`src/sv/midpoint_ellipse_stepper_core_defines.svh`:
```
// assertion macros shared by the ellipse stepper rtl
`ifndef MIDPOINT_ELLIPSE_STEPPER_CORE_DEFINES_SVH
`define MIDPOINT_ELLIPSE_STEPPER_CORE_DEFINES_SVH
`ifndef NO_ASSERTIONS
// property checked on every clock edge outside reset
`define MES_ASSERT(label, prop, msg) \
  label: assert property (@(posedge clk_i) disable iff (!rst_ni) prop) else $error(msg);
// consequent checked in the cycle after the antecedent
`define MES_ASSERT_NEXT(label, ante, cons, msg) \
  label: assert property (@(posedge clk_i) disable iff (!rst_ni) (ante) |=> (cons)) \
    else $error(msg);
`else
`define MES_ASSERT(label, prop, msg)
`define MES_ASSERT_NEXT(label, ante, cons, msg)
`endif
`endif

```
`src/sv/mes_pkg.sv`:
```
// shared types and constants of the midpoint ellipse stepper
package mes_pkg;

  localparam int unsigned COORD_BITS_DEF  = 11;
  localparam int unsigned RADIUS_BITS_DEF = 10;
  localparam int unsigned COLOR_BITS      = 24;

  localparam int unsigned K_FOUR   = 4;
  localparam int unsigned K_TWELVE = 12;
  localparam int unsigned K_EIGHT  = 8;

  typedef enum logic {
    CMD_LOAD    = 1'b0,
    CMD_ADVANCE = 1'b1
  } command_e;

  typedef enum logic [1:0] {
    PH_IDLE = 2'd0,
    PH_REG1 = 2'd1,
    PH_REG2 = 2'd2,
    PH_DONE = 2'd3
  } phase_e;

  typedef enum logic [1:0] {
    MUL_SQ_A  = 2'd0,
    MUL_SQ_B  = 2'd1,
    MUL_CROSS = 2'd2
  } mul_op_e;

  typedef struct packed {
    logic    load;
    logic    mul_en;
    mul_op_e mul_op;
    logic    setup;
    logic    step;
    logic    sel_r2;
    logic    emit;
    logic    emit_r2;
    logic    emit_fin;
  } mes_cmd_t;

  typedef struct packed {
    logic go_one;
    logic go_two;
  } mes_status_t;

endpackage

```
`src/sv/midpoint_ellipse_stepper_core.sv`:
```
// midpoint ellipse stepper top level
//
//  channel | handshake              | payload
//  --------+------------------------+---------------------------------------------
//  in      | in_valid_i/in_ready_o  | command, center_x/y, radius_x/y, pixel_color
//  out     | out_valid_o/out_ready_i| px_right/left, py_down/up, out_color, flags
//
// load: three products on the one shared multiplier, then term set-up
// advance in region one: step, emit; region one exit: cross, set-up, test, emit
// region two: step, test, emit; advance while idle or finished: no item out
// one item in flight; the result register lets the next item start while it waits
// reset: rst_ni asynchronous, active low, leaves the block idle with no ellipse
`include "midpoint_ellipse_stepper_core_defines.svh"
module midpoint_ellipse_stepper_core #(
  parameter int unsigned COORD_BITS  = mes_pkg::COORD_BITS_DEF,
  parameter int unsigned RADIUS_BITS = mes_pkg::RADIUS_BITS_DEF
) (
  input  logic                           clk_i,
  input  logic                           rst_ni,
  input  logic                           in_valid_i,
  output logic                           in_ready_o,
  input  logic                           command_i,
  input  logic [COORD_BITS-1:0]          center_x_i,
  input  logic [COORD_BITS-1:0]          center_y_i,
  input  logic [RADIUS_BITS-1:0]         radius_x_i,
  input  logic [RADIUS_BITS-1:0]         radius_y_i,
  input  logic [mes_pkg::COLOR_BITS-1:0] pixel_color_i,
  output logic                           out_valid_o,
  input  logic                           out_ready_i,
  output logic signed [COORD_BITS+1:0]   px_right_o,
  output logic signed [COORD_BITS+1:0]   px_left_o,
  output logic signed [COORD_BITS+1:0]   py_down_o,
  output logic signed [COORD_BITS+1:0]   py_up_o,
  output logic [mes_pkg::COLOR_BITS-1:0] out_color_o,
  output logic                           in_region_two_o,
  output logic                           finished_o
);
  import mes_pkg::*;

  mes_cmd_t    cmd;
  mes_status_t status;
  command_e    command;

  assign command = command_e'(command_i);

  mes_ctrl u_ctrl (
    .clk_i       (clk_i),
    .rst_ni      (rst_ni),
    .in_valid_i  (in_valid_i),
    .in_ready_o  (in_ready_o),
    .command_i   (command),
    .out_valid_o (out_valid_o),
    .out_ready_i (out_ready_i),
    .status_i    (status),
    .cmd_o       (cmd)
  );

  mes_datapath #(
    .COORD_BITS  (COORD_BITS),
    .RADIUS_BITS (RADIUS_BITS)
  ) u_datapath (
    .clk_i           (clk_i),
    .rst_ni          (rst_ni),
    .cmd_i           (cmd),
    .status_o        (status),
    .center_x_i      (center_x_i),
    .center_y_i      (center_y_i),
    .radius_x_i      (radius_x_i),
    .radius_y_i      (radius_y_i),
    .pixel_color_i   (pixel_color_i),
    .px_right_o      (px_right_o),
    .px_left_o       (px_left_o),
    .py_down_o       (py_down_o),
    .py_up_o         (py_up_o),
    .out_color_o     (out_color_o),
    .in_region_two_o (in_region_two_o),
    .finished_o      (finished_o)
  );

  `MES_ASSERT(a_finish_in_region_two, out_valid_o && finished_o |-> in_region_two_o, "finished item outside region two")

endmodule

```
`src/sv/mes_datapath.sv`:
```
// ellipse stepper datapath: shared multiplier, decision terms, point registers
`include "midpoint_ellipse_stepper_core_defines.svh"
module mes_datapath #(
  parameter int unsigned COORD_BITS  = mes_pkg::COORD_BITS_DEF,
  parameter int unsigned RADIUS_BITS = mes_pkg::RADIUS_BITS_DEF
) (
  input  logic                             clk_i,
  input  logic                             rst_ni,
  input  mes_pkg::mes_cmd_t                cmd_i,
  output mes_pkg::mes_status_t             status_o,
  input  logic [COORD_BITS-1:0]            center_x_i,
  input  logic [COORD_BITS-1:0]            center_y_i,
  input  logic [RADIUS_BITS-1:0]           radius_x_i,
  input  logic [RADIUS_BITS-1:0]           radius_y_i,
  input  logic [mes_pkg::COLOR_BITS-1:0]   pixel_color_i,
  output logic signed [COORD_BITS+1:0]     px_right_o,
  output logic signed [COORD_BITS+1:0]     px_left_o,
  output logic signed [COORD_BITS+1:0]     py_down_o,
  output logic signed [COORD_BITS+1:0]     py_up_o,
  output logic [mes_pkg::COLOR_BITS-1:0]   out_color_o,
  output logic                             in_region_two_o,
  output logic                             finished_o
);
  import mes_pkg::*;

  localparam int unsigned CurW  = RADIUS_BITS + 1;
  localparam int unsigned SqW   = 2 * RADIUS_BITS;
  localparam int unsigned ProdW = 3 * RADIUS_BITS;
  localparam int unsigned TestW = 3 * RADIUS_BITS + 1;
  localparam int unsigned DecW  = 4 * RADIUS_BITS + 4;
  localparam int unsigned OutW  = COORD_BITS + 2;
  localparam int unsigned SumW  = COORD_BITS + RADIUS_BITS + 3;

  localparam logic signed [DecW-1:0] KFour   = DecW'(K_FOUR);
  localparam logic signed [DecW-1:0] KTwelve = DecW'(K_TWELVE);
  localparam logic signed [DecW-1:0] KEight  = DecW'(K_EIGHT);

  logic [COORD_BITS-1:0]  ctr_x_q, ctr_y_q;
  logic [RADIUS_BITS-1:0] semi_a_q, semi_b_q;
  logic [COLOR_BITS-1:0]  color_q;
  logic [CurW-1:0]        cur_x_q, cur_y_q;
  logic [SqW-1:0]         aa_q, bb_q;
  logic [ProdW-1:0]       qpp_q;
  logic [TestW-1:0]       tx_q, ty_q;
  logic signed [DecW-1:0] dec_q, st1_q, st2_q, dl1_q, dl2_q;

  logic signed [OutW-1:0] px_right_q, px_left_q, py_down_q, py_up_q;
  logic [COLOR_BITS-1:0]  out_color_q;
  logic                   r2_q, fin_q;

  // shared multiplier
  logic [RADIUS_BITS-1:0] mul_a;
  logic [SqW-1:0]         mul_b;
  logic [ProdW-1:0]       mul_p;

  always_comb begin
    case (cmd_i.mul_op)
      MUL_SQ_A: begin
        mul_a = semi_a_q;
        mul_b = SqW'(semi_a_q);
      end
      MUL_SQ_B: begin
        mul_a = semi_b_q;
        mul_b = SqW'(semi_b_q);
      end
      MUL_CROSS: begin
        // q times p squared: b*a*a for region one, a*b*b for region two
        mul_a = cmd_i.sel_r2 ? semi_a_q : semi_b_q;
        mul_b = cmd_i.sel_r2 ? bb_q : aa_q;
      end
      default: begin
        mul_a = '0;
        mul_b = '0;
      end
    endcase
  end

  assign mul_p = ProdW'(mul_a) * ProdW'(mul_b);

  // region set-up terms
  logic [SqW-1:0]         pp, qq;
  logic signed [DecW-1:0] pp_s, qq_s, qpp_s;
  logic signed [DecW-1:0] dec_init_d, st1_init_d, st2_init_d, dl1_init_d, dl2_init_d;

  assign pp    = cmd_i.sel_r2 ? bb_q : aa_q;
  assign qq    = cmd_i.sel_r2 ? aa_q : bb_q;
  assign pp_s  = DecW'(pp);
  assign qq_s  = DecW'(qq);
  assign qpp_s = DecW'(qpp_q);

  assign dec_init_d = KFour * qq_s - KFour * qpp_s + pp_s;
  assign st1_init_d = KTwelve * qq_s;
  assign st2_init_d = KTwelve * qq_s + KEight * pp_s - KEight * qpp_s;
  assign dl1_init_d = KEight * qq_s;
  assign dl2_init_d = KEight * qq_s + KEight * pp_s;

  // incremental step
  logic                   stepped;
  logic signed [DecW-1:0] dec_step_d, st1_step_d, st2_step_d;
  logic [TestW-1:0]       aa_t, bb_t;

  assign stepped    = !dec_q[DecW-1];
  assign dec_step_d = stepped ? dec_q + st2_q : dec_q + st1_q;
  assign st2_step_d = stepped ? st2_q + dl2_q : st2_q + dl1_q;
  assign st1_step_d = st1_q + dl1_q;
  assign aa_t       = TestW'(aa_q);
  assign bb_t       = TestW'(bb_q);

  // region tests kept as running products y*a*a and x*b*b
  assign status_o.go_one = ty_q > tx_q;
  assign status_o.go_two = tx_q > ty_q;

  // point sums
  logic [SumW-1:0] right_sum, left_sum, down_sum, up_sum;

  assign right_sum = SumW'(ctr_x_q) + SumW'(cur_x_q);
  assign left_sum  = SumW'(ctr_x_q) - SumW'(cur_x_q);
  assign down_sum  = SumW'(ctr_y_q) + SumW'(cur_y_q);
  assign up_sum    = SumW'(ctr_y_q) - SumW'(cur_y_q);

  always_ff @(posedge clk_i or negedge rst_ni) begin
    if (!rst_ni) begin
      ctr_x_q  <= '0;
      ctr_y_q  <= '0;
      semi_a_q <= '0;
      semi_b_q <= '0;
      color_q  <= '0;
      cur_x_q  <= '0;
      cur_y_q  <= '0;
      aa_q     <= '0;
      bb_q     <= '0;
      qpp_q    <= '0;
      tx_q     <= '0;
      ty_q     <= '0;
      dec_q    <= '0;
      st1_q    <= '0;
      st2_q    <= '0;
      dl1_q    <= '0;
      dl2_q    <= '0;
    end else begin
      if (cmd_i.load) begin
        ctr_x_q  <= center_x_i;
        ctr_y_q  <= center_y_i;
        semi_a_q <= radius_x_i;
        semi_b_q <= radius_y_i;
        color_q  <= pixel_color_i;
      end
      if (cmd_i.mul_en) begin
        case (cmd_i.mul_op)
          MUL_SQ_A:  aa_q  <= mul_p[SqW-1:0];
          MUL_SQ_B:  bb_q  <= mul_p[SqW-1:0];
          MUL_CROSS: qpp_q <= mul_p;
          default:   ;
        endcase
      end
      if (cmd_i.setup) begin
        dec_q <= dec_init_d;
        st1_q <= st1_init_d;
        st2_q <= st2_init_d;
        dl1_q <= dl1_init_d;
        dl2_q <= dl2_init_d;
        if (cmd_i.sel_r2) begin
          cur_x_q <= CurW'(semi_a_q);
          cur_y_q <= '0;
          tx_q    <= TestW'(qpp_q);
          ty_q    <= '0;
        end else begin
          cur_x_q <= '0;
          cur_y_q <= CurW'(semi_b_q);
          tx_q    <= '0;
          ty_q    <= TestW'(qpp_q);
        end
      end
      if (cmd_i.step) begin
        dec_q <= dec_step_d;
        st1_q <= st1_step_d;
        st2_q <= st2_step_d;
        if (cmd_i.sel_r2) begin
          cur_y_q <= cur_y_q + 1'b1;
          ty_q    <= ty_q + aa_t;
          if (stepped) begin
            cur_x_q <= cur_x_q - 1'b1;
            tx_q    <= tx_q - bb_t;
          end
        end else begin
          cur_x_q <= cur_x_q + 1'b1;
          tx_q    <= tx_q + bb_t;
          if (stepped) begin
            cur_y_q <= cur_y_q - 1'b1;
            ty_q    <= ty_q - aa_t;
          end
        end
      end
    end
  end

  // result register
  always_ff @(posedge clk_i) begin
    if (cmd_i.emit) begin
      px_right_q  <= right_sum[OutW-1:0];
      px_left_q   <= left_sum[OutW-1:0];
      py_down_q   <= down_sum[OutW-1:0];
      py_up_q     <= up_sum[OutW-1:0];
      out_color_q <= color_q;
      r2_q        <= cmd_i.emit_r2;
      fin_q       <= cmd_i.emit_fin;
    end
  end

  assign px_right_o      = px_right_q;
  assign px_left_o       = px_left_q;
  assign py_down_o       = py_down_q;
  assign py_up_o         = py_up_q;
  assign out_color_o     = out_color_q;
  assign in_region_two_o = r2_q;
  assign finished_o      = fin_q;

  `MES_ASSERT_NEXT(a_r1_step_moves_x, cmd_i.step && !cmd_i.sel_r2, cur_x_q == $past(cur_x_q) + 1'b1, "region one step did not advance x")

endmodule

```
`src/sv/mes_ctrl.sv`:
```
// ellipse stepper controller: sequencing, phase and result handshake
`include "midpoint_ellipse_stepper_core_defines.svh"
module mes_ctrl (
  input  logic                 clk_i,
  input  logic                 rst_ni,
  input  logic                 in_valid_i,
  output logic                 in_ready_o,
  input  mes_pkg::command_e    command_i,
  output logic                 out_valid_o,
  input  logic                 out_ready_i,
  input  mes_pkg::mes_status_t status_i,
  output mes_pkg::mes_cmd_t    cmd_o
);
  import mes_pkg::*;

  typedef enum logic [7:0] {
    S_READY = 8'b0000_0001,
    S_SQ_A  = 8'b0000_0010,
    S_SQ_B  = 8'b0000_0100,
    S_CROSS = 8'b0000_1000,
    S_SETUP = 8'b0001_0000,
    S_STEP  = 8'b0010_0000,
    S_EVAL  = 8'b0100_0000,
    S_EMIT  = 8'b1000_0000
  } state_e;

  state_e   state_q, state_d;
  phase_e   phase_q, phase_d;
  logic     out_valid_q, out_valid_d;
  mes_cmd_t cmd;
  logic     in_ready;

  always_comb begin
    state_d     = state_q;
    phase_d     = phase_q;
    out_valid_d = out_valid_q;
    in_ready    = (state_q == S_READY);
    cmd          = '0;
    cmd.mul_op   = MUL_SQ_A;
    cmd.sel_r2   = (phase_q != PH_REG1);
    cmd.emit_r2  = (phase_q != PH_REG1);
    cmd.emit_fin = (phase_q == PH_DONE);

    if (out_valid_q && out_ready_i) begin
      out_valid_d = 1'b0;
    end

    case (state_q)
      S_READY: begin
        if (in_valid_i) begin
          if (command_i == CMD_LOAD) begin
            cmd.load = 1'b1;
            phase_d  = PH_REG1;
            state_d  = S_SQ_A;
          end else begin
            case (phase_q)
              PH_REG1: begin
                if (status_i.go_one) begin
                  state_d = S_STEP;
                end else begin
                  // region one over: set up region two
                  phase_d = PH_REG2;
                  state_d = S_CROSS;
                end
              end
              PH_REG2: state_d = S_STEP;
              default: ;  // idle or done: item gives nothing
            endcase
          end
        end
      end
      S_SQ_A: begin
        cmd.mul_en = 1'b1;
        cmd.mul_op = MUL_SQ_A;
        state_d    = S_SQ_B;
      end
      S_SQ_B: begin
        cmd.mul_en = 1'b1;
        cmd.mul_op = MUL_SQ_B;
        state_d    = S_CROSS;
      end
      S_CROSS: begin
        cmd.mul_en = 1'b1;
        cmd.mul_op = MUL_CROSS;
        state_d    = S_SETUP;
      end
      S_SETUP: begin
        cmd.setup = 1'b1;
        state_d   = (phase_q == PH_REG1) ? S_EMIT : S_EVAL;
      end
      S_STEP: begin
        cmd.step = 1'b1;
        state_d  = (phase_q == PH_REG1) ? S_EMIT : S_EVAL;
      end
      S_EVAL: begin
        if (!status_i.go_two) begin
          phase_d = PH_DONE;
        end
        state_d = S_EMIT;
      end
      S_EMIT: begin
        if (!out_valid_q || out_ready_i) begin
          cmd.emit    = 1'b1;
          out_valid_d = 1'b1;
          state_d     = S_READY;
        end
      end
      default: state_d = S_READY;
    endcase
  end

  always_ff @(posedge clk_i or negedge rst_ni) begin
    if (!rst_ni) begin
      state_q     <= S_READY;
      phase_q     <= PH_IDLE;
      out_valid_q <= 1'b0;
    end else begin
      state_q     <= state_d;
      phase_q     <= phase_d;
      out_valid_q <= out_valid_d;
    end
  end

  assign in_ready_o  = in_ready;
  assign out_valid_o = out_valid_q;
  assign cmd_o       = cmd;

  `MES_ASSERT_NEXT(a_load_starts_region_one, in_valid_i && in_ready_o && command_i == CMD_LOAD, phase_q == PH_REG1 && state_q == S_SQ_A, "load did not start region one")
  `MES_ASSERT_NEXT(a_idle_advance_dropped, in_valid_i && in_ready_o && command_i == CMD_ADVANCE && (phase_q == PH_IDLE || phase_q == PH_DONE), state_q == S_READY && phase_q == $past(phase_q), "advance without an ellipse changed state")

endmodule
```
`config.mk`:
```
export PLATFORM = sky130hd
export DESIGN_NAME = midpoint_ellipse_stepper_core
export DESIGN_NICKNAME = d
export VERILOG_FILES = /design/src/sv/mes_pkg.sv /design/src/sv/midpoint_ellipse_stepper_core.sv /design/src/sv/mes_datapath.sv /design/src/sv/mes_ctrl.sv
export VERILOG_INCLUDE_DIRS = /design/src /design/src/sv
export SDC_FILE = /design/constraint.sdc
export NUM_CORES = 2
export LEC_CHECK = 0
export ABC_AREA = 1
export BUFFER_PORTS_ARGS = -buffer_cell sky130_fd_sc_hd__buf_2
export CORE_ASPECT_RATIO = 1.25
export CORE_UTILIZATION = 50
export DETAILED_ROUTE_END_ITERATION = 12
export HOLD_SLACK_MARGIN = 0.02
export PLACE_DENSITY = 0.69
export SETUP_SLACK_MARGIN = 0.5
export SLEW_MARGIN = 20
export SYNTH_ARGS = -nofsm -noshare
export SYNTH_HDL_FRONTEND = slang
export SYNTH_HIERARCHICAL = 1
export SYNTH_SLANG_ARGS = --single-unit
```
`constraint.sdc`:
```
create_clock -name clk_i -period 6.3 [get_ports clk_i]
set_clock_uncertainty 0.05 [all_clocks]
set_input_delay 0.63 -clock clk_i [delete_from_list [all_inputs] [get_ports clk_i]]
set_output_delay 0.63 -clock clk_i [all_outputs]
set_load 0.005 [all_outputs]
```
==> summary by stage <==
Timing
The share of the clock period used by the worst path after layout is 100%. After layout, the worst setup slack is -0.00409 ns. The actual slew at the worst max-slew pin is 1.28 ns. The minimum period implied by the final worst setup slack is between 6 and 7 ns. The final hold violation count is 0.

The final setup violation count is 2. The worst pin sits at a relative slew slack of ~14%. The number of pins with negative max-slew slack in the final report is 0. Setup repair after global routing could not meet its margin everywhere. Derived from the worst setup path, the maximum achievable clock frequency is between 150 and 200 MHz.

Synth
After synthesis, flip-flops and latches occupy ~25% of the total area. The average cell area after synthesis is roughly 6.9 um2. Summed over its instances, the top area cell type makes up 20.5% of the synthesized netlist area.

The synthesized netlist devotes ~18% of its cell area to compound gates. In the synthesized netlist, the cells that appear most often are nand2_1, inv_1, nor2_1. The fraction of the mapped netlist area in adder cells is 17.9%. The biggest area contributor in the post-synthesis netlist is dfrtp_1. The number of different library cells used by synthesis comes to between 70 and 80. The synthesized netlist occupies a cell area of between 0.04 and 0.05 mm2. The number of synthesized flops with an enable pin is about 70.

The dominant combinational cell family by area after synthesis is simple AND/OR/NAND/NOR gates. The number of flip-flops and latches in the synthesized netlist is about 470. The fraction of synthesized area in multiplexers is between 1 and 1.5%. The xor and xnor area share after synthesis is under 10%. For this run, asynchronously set or reset flops after synthesis account for a little over four fifths.

In the post-synthesis netlist, the cell with the most instances is nand2_1. The synthesized instance count is roughly 7k. For this run, the number of Yosys warnings is 6. Yosys attributes the largest share of cell area to dfrtp_1, nand2_1, ha_1. In the synthesized netlist the dominant register cell turns out to be dfrtp_1. Of the total synthesized cell area, the portion taken by AND, OR, NAND and NOR gates is between 20% and 30%.

Setup path
The cell depth of the worst flop-to-flop path is 31. The category of the critical setup timing path is flip-flop to flip-flop. On the critical path, the stage with the largest delay is an instance of dfstp_2. The maximum cell stage delay along the critical path is approximately 0.57 ns. In this design, the critical path's most frequently occurring cell is fa_1.

Of all nets on the critical path, the largest fanout is 7. STA classifies the critical path startpoint as a flip-flop. Data arrives at the worst endpoint at ~6.7 ns.

The required time of the critical path is 6.71 ns. The capturing element type of the critical path is a flip-flop.

Drt
The average via count per standard cell is between 5 and 6. Summed over all layers, the routed wires come to between 200 and 250 mm. The number of search-and-repair iterations in the first detailed-routing pass is 7.

The number of nets still failing antenna checks after routing is 0. The detailed router finished its first iteration with roughly 4k violations. The routed length per instance is 23.1 um. The number of vias in the routed layout is approximately 51k. The post-route DRC violation count is 0.

CTS
The number of clock sinks is 469. The post-CTS clock slew at the launch and capture registers of the worst setup and hold paths is ~0.060 ns. In this run the clock root is driven by a clkbuf_16. The clock tree synthesis step divided the H-tree into 2 levels.

The clock latency on the worst-skew pair is 0.67 ns. The clock tree from TritonCTS is built. Counting along the longest clock path gives a buffer depth of 3. Clock tree synthesis inserted a total of 56 buffers.

Final layout
Cells fill between 50% and 60% of the core in the end. The final non-filler cell total is 8770. The area growth from synthesis to layout is 18.8%. The layout cell share with drive strength beyond 1 is between 10% and 20%. After the last flow step, the layout net total stands at 8089.

Status
The flow ran to the end, but the final reports show violations. The checks that failed: negative setup slack.

Floorplanning
In this run the horizontal extent of the chip is about 280 um. The floorplan step defined a die boundary enclosing ~0.098 mm2. Once the floorplan was initialized, standard cells occupied roughly 50% of the core.

In this run the standard cell core region covers around 0.096 mm2. The number of cell rows is between 100 and 150. The floorplan step set the die height to ~350 um.

In this run the count of I/O pins placed on the die edge is 151.

Global routing
The combined global-route utilization of all metal layers is 40.5%. After global routing the overflow that remains totals 0. The first global-routing pass estimated around 300 mm of wire.

The number of global-route vias before repair is around 51k. The initial antenna violation count is 4. Entering global routing, the biggest net connects between 150 and 200 pins.

Min path
The worst hold path passes through 3 cells. The tightest min-delay check is of the input port to flip-flop type.

Flow run
The reported max-cap violation count is 0.

Placed design
In this run the tool buffered the top-level ports with approximately 150 buffer cells. The last weighted congestion value of the routability-driven placer is roughly 1.1. The placement-stage worst setup slack is -0.114 ns. Once placement completed, the tool counted placed cells totaling approximately 8.6k. The estimated wirelength of the detail-placed design is 162 mm.
==> worst paths after layout <==
| path | from | to | slack (ns) |
|---|---|---|---|
| max | u_ctrl/state_q[0]$_DFFE_PN1P_ | u_datapath/qpp_q[17]$_DFFE_PN0P_ | -0.004 |
| min | radius_y_i[3] | u_datapath/semi_b_q[3]$_DFFE_PN0P_ | 0.13 |
| max reg2reg | u_ctrl/state_q[0]$_DFFE_PN1P_ | u_datapath/qpp_q[17]$_DFFE_PN0P_ | -0.004 |
| min reg2reg | u_datapath/color_q[0]$_DFFE_PN0P_ | u_datapath/out_color_o[0]$_DFFE_PP_ | 0.39 |
| max in group asynchronous | rst_ni | u_datapath/qpp_q[23]$_DFFE_PN0P_ | 4.25 |
| min in group asynchronous | rst_ni | u_datapath/color_q[12]$_DFFE_PN0P_ | 0.50 |
==> layout make-up <==
class                           instances  area [um2]
Fill cell                            9131       38500
Multi-Input combinational cell       5305       33400
Sequential cell                       469       12100
Timing Repair Buffer                  581        4550
Inverter                             1016        3880
Tap cell                             1290        1610
Clock buffer                           67        1510
Clock inverter                         38         392
Timing Repair inverter                  1        8.76
Antenna cell                            3        7.51
==> cells in the final DEF, fill, tap and decap left out, types with 34 or more instances in the layout <==
master	count
nand4_1	66
o21ai_0	549
inv_1	941
dfrtp_1	395
a21o_1	40
xnor2_1	38
o21ai_1	60
nand3_1	296
nor2_1	603
clkbuf_16	59
xor2_1	152
nand2_2	69
o22ai_1	63
fa_1	168
inv_2	52
a31oi_1	63
edfxtp_1	72
nor3_1	72
o21bai_1	46
a21oi_1	491
buf_4	370
nand2_1	1618
nor2_4	34
ha_1	387
buf_2	147
mux2_2	50
==> cells by family after synthesis <==
group | Yosys count
adder cells (fa/ha/maj) | 588
flip-flops | 469
AO/OA/AOI/OAI | 1534
buffers and inverters | 1222
AND/OR/NAND/NOR | 2925
other | 1
XOR/XNOR | 202
multiplexers | 52
==> state kept, by name, summed over array words and instances, names as in the netlist, 2 cells and up <==
name	cells
u_datapath/py_down_o	12
u_datapath/bb_q	20
u_datapath/px_right_o	12
u_datapath/ctr_x_q	11
u_datapath/cur_x_q	11
u_ctrl/state_q	8
u_datapath/semi_b_q	10
u_datapath/py_up_o	11
u_datapath/st1_q	42
u_datapath/color_q	24
u_datapath/out_color_o	24
u_datapath/tx_q	31
u_datapath/dl1_q	20
u_datapath/px_left_o	11
u_datapath/semi_a_q	10
u_datapath/qpp_q	30
u_datapath/cur_y_q	11
u_datapath/dl2_q	21
u_datapath/st2_q	41
u_datapath/dec_q	42
u_datapath/ty_q	31
u_datapath/ctr_y_q	11
u_ctrl/phase_q	2
u_datapath/aa_q	20
==> layer usage <==
| metal | track usage, % | vias up | part of all wire, % |
|---|---|---|---|
| met5 | 0 | - | 0.011 |
| met2 | 70.6 | 2094 | 49 |
| li1 | - | 23834 | - |
| met4 | 32.2 | 4 | 9.1 |
| met1 | 43.9 | 24274 | 36 |
| met3 | 5.61 | 688 | 6.2 |
==> critical path, delay by kind of cell (launching register included) <==
family	cells	cell delay [ns]
adder cells (fa/ha/maj)	6	2.82
buffers and inverters	11	1.10
AND/OR/NAND/NOR	9	1.00
flip-flops	1	0.57
AO/OA/AOI/OAI	4	0.44
XOR/XNOR	1	0.12
==> stage by stage <==
stage	hold slack, ns	TNS [ns]	area (um2)
3_5_place_dp	0.380	-1.09	53500
4_1_cts	0.0971	0	56400
3_3_place_gp	0.375	-0.0918	53500
2_1_floorplan	0.284	0	49200
6_report	0.131	-0.00648	57500
5_1_grt	0.132	-5.42	57500
==> repair_timing <==
action,CTS,global route
hold buffers,1,0
hold endpoints to repair,77,0
gates cloned,3,4
gates resized for setup,136,201
pin swaps,75,81
endpoints found under the setup margin,65,82
buffers inserted,38,34
Power is left out: the tool's default activity adds up to more than one toggle a clock period on the data nets, which glitch-free logic cannot reach.
